$ cat config.mk
export PLATFORM = sky130hd
export DESIGN_NAME = cpslm_front
export DESIGN_NICKNAME = d
export VERILOG_FILES = /design/src/rtl/cpslm_pkg.sv /design/src/rtl/cpslm_front.sv
export SDC_FILE = /design/constraint.sdc
export NUM_CORES = 1
export LEC_CHECK = 0
export BUFFER_PORTS_ARGS = -buffer_cell sky130_fd_sc_hd__buf_2
export CAP_MARGIN = 10
export CELL_PAD_IN_SITES_DETAIL_PLACEMENT = 1
export CELL_PAD_IN_SITES_GLOBAL_PLACEMENT = 2
export CORE_ASPECT_RATIO = 1.5
export CORE_UTILIZATION = 38
export DETAILED_ROUTE_END_ITERATION = 12
export GPL_ROUTABILITY_DRIVEN = 0
export GPL_TIMING_DRIVEN = 0
export PLACE_DENSITY = 0.85
export SLEW_MARGIN = 20
export SYNTH_ARGS = -nofsm -noshare
export SYNTH_HDL_FRONTEND = slang
export SYNTH_SLANG_ARGS = --single-unit
$ cat constraint.sdc
create_clock -name clock -period 5.05 [get_ports clock]
set_clock_uncertainty 0.1 [all_clocks]
set_input_delay 0 -clock clock [delete_from_list [all_inputs] [get_ports clock]]
set_output_delay 0 -clock clock [all_outputs]
set_load 0.01 [all_outputs]
$ cat src/rtl/cpslm_pkg.sv
package cpslm_pkg;

   localparam int CP_W     = 21;
   localparam int SPR_W    = 16;
   localparam int LEN_W    = 5;
   localparam int IDX_W    = 12;
   localparam int TOFF_W   = 12;
   localparam int CNT_W    = 17;
   localparam int SCNT_W   = 12;
   localparam int QCNT_W   = 11;
   localparam int CSR_W    = 12;
   localparam int CSR_IDX_W = 2;

   localparam logic [1:0] OP_LOAD_SINGLE = 2'd0;
   localparam logic [1:0] OP_LOAD_SEQ    = 2'd1;
   localparam logic [1:0] OP_LOAD_TAIL   = 2'd2;
   localparam logic [1:0] OP_QUERY       = 2'd3;

   localparam logic [CSR_IDX_W-1:0] CSR_SGL_LIMIT = 2'd0;
   localparam logic [CSR_IDX_W-1:0] CSR_SEQ_LIMIT = 2'd1;

   typedef struct packed {
      logic [1:0]        req_type;
      logic [IDX_W-1:0]  index;
      logic [CP_W-1:0]   codepoint;
      logic [SPR_W-1:0]  sprite_id;
      logic [LEN_W-1:0]  seq_length;
      logic [TOFF_W-1:0] tail_offset;
      logic              last;
   } req_data_type;

   typedef struct packed {
      logic [LEN_W-1:0] match_length;
      logic [SPR_W-1:0] match_sprite;
   } rsp_data_type;

   typedef struct packed {
      logic [CP_W-1:0]  cp;
      logic [SPR_W-1:0] spr;
   } single_entry_type;

   typedef struct packed {
      logic [CP_W-1:0]   lead;
      logic [SPR_W-1:0]  spr;
      logic [LEN_W-1:0]  len;
      logic [TOFF_W-1:0] toff;
   } seq_entry_type;

   typedef struct packed {
      logic         valid;
      req_data_type item;
   } queue_out_type;

endpackage

$ cat src/rtl/cpslm_front.sv
module cpslm_front (
   input  logic                    clock,
   input  logic                    reset,
   input  logic                    start,
   input  cpslm_pkg::req_data_type req_data,
   output logic                    busy,
   input  logic                    pop,
   output cpslm_pkg::queue_out_type q_out
);

   cpslm_pkg::req_data_type slot_ff [2];
   logic       rd_ptr_ff, rd_ptr_in;
   logic [1:0] count_ff, count_in;
   logic       push;
   logic       wr_ptr;

   assign busy   = (count_ff == 2'd2);
   assign push   = start && !busy;
   assign wr_ptr = rd_ptr_ff ^ count_ff[0];

   always_comb begin
      rd_ptr_in = rd_ptr_ff;
      count_in  = count_ff;
      if (pop && count_ff != 2'd0) begin
         rd_ptr_in = !rd_ptr_ff;
         count_in  = count_in - 2'd1;
      end
      if (push) begin
         count_in = count_in + 2'd1;
      end
   end

   always_ff @(posedge clock) begin
      if (reset) begin
         rd_ptr_ff <= 1'b0;
         count_ff  <= 2'd0;
      end else begin
         rd_ptr_ff <= rd_ptr_in;
         count_ff  <= count_in;
      end
      if (push) begin
         slot_ff[wr_ptr] <= req_data;
      end
   end

   assign q_out.valid = (count_ff != 2'd0);
   assign q_out.item  = slot_ff[rd_ptr_ff];

   a_count_range: assert property (@(posedge clock) disable iff (reset)
      count_ff != 2'd3) else $error("queue count out of range");
   a_full_no_push: assert property (@(posedge clock) disable iff (reset)
      busy && !pop |=> count_ff == 2'd2) else $error("queue lost an entry");

endmodule

==> flow_metrics.tcl <==
set metrics [dict create \
    status "finished with violations" \
    failed_checks "DRC" \
    synth_fp_nets 320 \
    rows 52 \
    met1_usage 0.169 \
    ys_seq_area_frac 0.808 \
    fp.dieArea_mm2 0.0142 \
    min_from "start" \
    hpwlAfterDp_um 7020 \
    ys_ff_latch 142 \
    hold_ws_ps 106 \
    hp-class "in2reg" \
    rsz0062_at_grt "false" \
    setup_violations 0 \
    synth_async_sr_flop_share 0 \
    post_cts_resized 0 \
    synth_cells 245 \
    synth_top_cell_by_area "edfxtp_1" \
    syn_area_per_cell_um2 21.3 \
    final-hold-violation-count 0 \
    power.density_mw_per_mm2 574 \
    grt_pass1_vias 3451 \
    die_x_um 97.8 \
    grt_pass1_wl_um 17900 \
    startpoint "count_ff[0]" \
    synth_cell_types 21 \
    globalRouteOverflowTotal 0 \
    critical_path.top_delay_family "simple AND/OR/NAND/NOR gates" \
    power.total_mw 4.33 \
    clock_sinks 142 \
    start_util 0.388 \
    antenna_left 0 \
    cts_made_buffers 17 \
    critical_path_class "reg2reg" \
    slowest_stage "nor2_4" \
    drt-initial-drc-count 106 \
    core_region_area_mm2 0.0135 \
    grtUsageMet3 0.0408 \
    yosysTopAreaCellShare 0.793 \
    syn-cell-area_mm2 0.00523 \
    crit_path_end_kind "flip-flop" \
    grt_most_used_layer "met2" \
    drive_gt1_frac 0.485 \
    nNetsFinal 556 \
    drt-pass1-iter-count 8 \
    synthTopCellsByCount "edfxtp_1 (138), mux2_2 (50), mux2_1 (19)" \
    path_clk_slew_ps 60 \
    worstPathMaxFanout 25 \
    max_stage_delay_ps 640 \
    vias 3053 \
    max_cap_viol_count 0 \
    yosysMostFrequentCell "edfxtp_1" \
    clk_latency_ps 400 \
    max_slew_margin 0.451 \
    cts_tree "done" \
    fmax_mhz 398 \
    synth_top_flop_cell "edfxtp_1" \
    peakVddDrop_mv 0.271 \
    finalCritPeriodShare 0.497 \
    ys.warnings.count 0 \
    syn_to_final_growth_pct 44.2 \
    vias_per_cell 4.65 \
    numPortBuffers 143 \
    synth-edff-count 138 \
    grt_max_degree 45 \
    fin_tns_setup_ps 0 \
    die_y_um 146 \
    required_ps 5050 \
    cts_setup_buffers 0 \
    dpl_cell_area_mm2 0.00623 \
    clock_path_buffers 2 \
    p_leak_nw 2.87 \
    finalWirelength_um 11300 \
    crit_buf_inv 4 \
    cp-start-kind "flip-flop" \
    timing.rr.start "count_ff[0]" \
    path_cells "inv_1, ha_1, nand2b_4, buf_6, nor2_4, buf_12, buf_16" \
    wl_per_cell_um 17.2 \
    clockRootBuffer "clkbuf_16" \
    drc 16 \
    io_pins 144 \
    final_area_mm2 0.00754 \
    grt_use_met2 0.329 \
    h-tree-depth 4 \
    antenna_found_initial 1 \
    timing.final.crit_period_ps 2510 \
    final_max_slew_viol_count 0 \
    grt_usage 0.170 \
    worst_pin_slew_ps 822 \
    synth.area.top_cells "edfxtp_1 (79%), mux2_2 (11%), mux2_1 (4.1%), dfxtp_1 (1.5%), buf_2 (0.67%)" \
    cp_data_arrival_time_ps 2510 \
]
## power breakdown
part           internal [mW]  switching (mW)
Sequential              1.71          0.0812
Combinational          0.579           0.702
Clock                  0.775           0.475
## cell families after synthesis
| group | count (synthesis) | share of synthesized area |
|---|---|---|
| flip-flops | 142 | 0.808 |
| adder cells (fa/ha/maj) | 2 | 0.00479 |
| multiplexers | 69 | 0.149 |
| AO/OA/AOI/OAI | 3 | 0.00311 |
| buffers and inverters | 12 | 0.0124 |
| AND/OR/NAND/NOR | 13 | 0.0160 |
| XOR/XNOR | 4 | 0.00670 |
## per-layer routing
layer	up-vias	share of wire	wire (um)
li1	1435	-	-
met4	0	0.022	251
met1	1526	0.36	4030
met2	77	0.59	6660
met3	15	0.032	363
met5	-	0	0
## flip-flops by register name (all words and copies together), names as in the netlist, named ones only
| register | cells |
|---|---|
| rd_ptr_ff | 1 |
| slot_ff | 138 |
| count_ff | 2 |
## worst register-to-register path, stage by stage, from the launching register on
cell      delay, ps
dfxtp_1         360
inv_1           110
ha_1            240
nand2b_4        140
buf_6           130
nor2_4          640
buf_12          280
buf_16          200
## path summary, 6_finish.rpt
| check | end | slack (ps) | cells past startpoint |
|---|---|---|---|
| hold / removal | count_ff[1] | 110 | 6 |
| setup reg to reg | slot_ff[1][34] | 2540 | 7 |
| hold reg to reg | count_ff[1] | 420 | 2 |
| setup / recovery | slot_ff[1][34] | 2540 | 7 |
## cell usage in the layout (no fill, tap or decap), drive strengths merged, types with 2 or more instances in the layout
master       count
dfxtp            4
edfxtp         138
nor3             2
clkinvlp         4
inv              5
buf            155
ha               2
clkinv           5
clkbuf          17
nor2             5
nand2b           2
xnor2            4
dlygate4sd3     71
bufinv           3
mux2            69
## stage by stage
step | worst slack (ps) | std cells | utilization
after floorplan | 635 | 245 | -
after global placement | -917 | 550 | 0.456
after detailed placement | 2480 | 553 | 0.462
after CTS | 2470 | 655 | 0.559
after global routing | 2350 | 656 | 0.560
final | 2540 | 656 | 0.560
## area by class of cell
| cell class | instances | area, um2 |
|---|---|---|
| clock buffers | 17 | 425 |
| fillers | 1269 | 5930 |
| well taps | 162 | 203 |
| inverters | 3 | 11.3 |
| flip-flops and latches | 142 | 4220 |
| diodes | 1 | 2.50 |
| clock inverters | 14 | 169 |
| repair buffers | 217 | 1500 |
| multi-input cells | 91 | 946 |
| plain buffers | 9 | 53.8 |
## timing repair
action | in CTS | in global routing
setup endpoints to repair | 0 | 0
hold buffers | 71 | 0
hold endpoints to repair | 142 | 0
No activity file was read; power rests on OpenSTA's default activity.
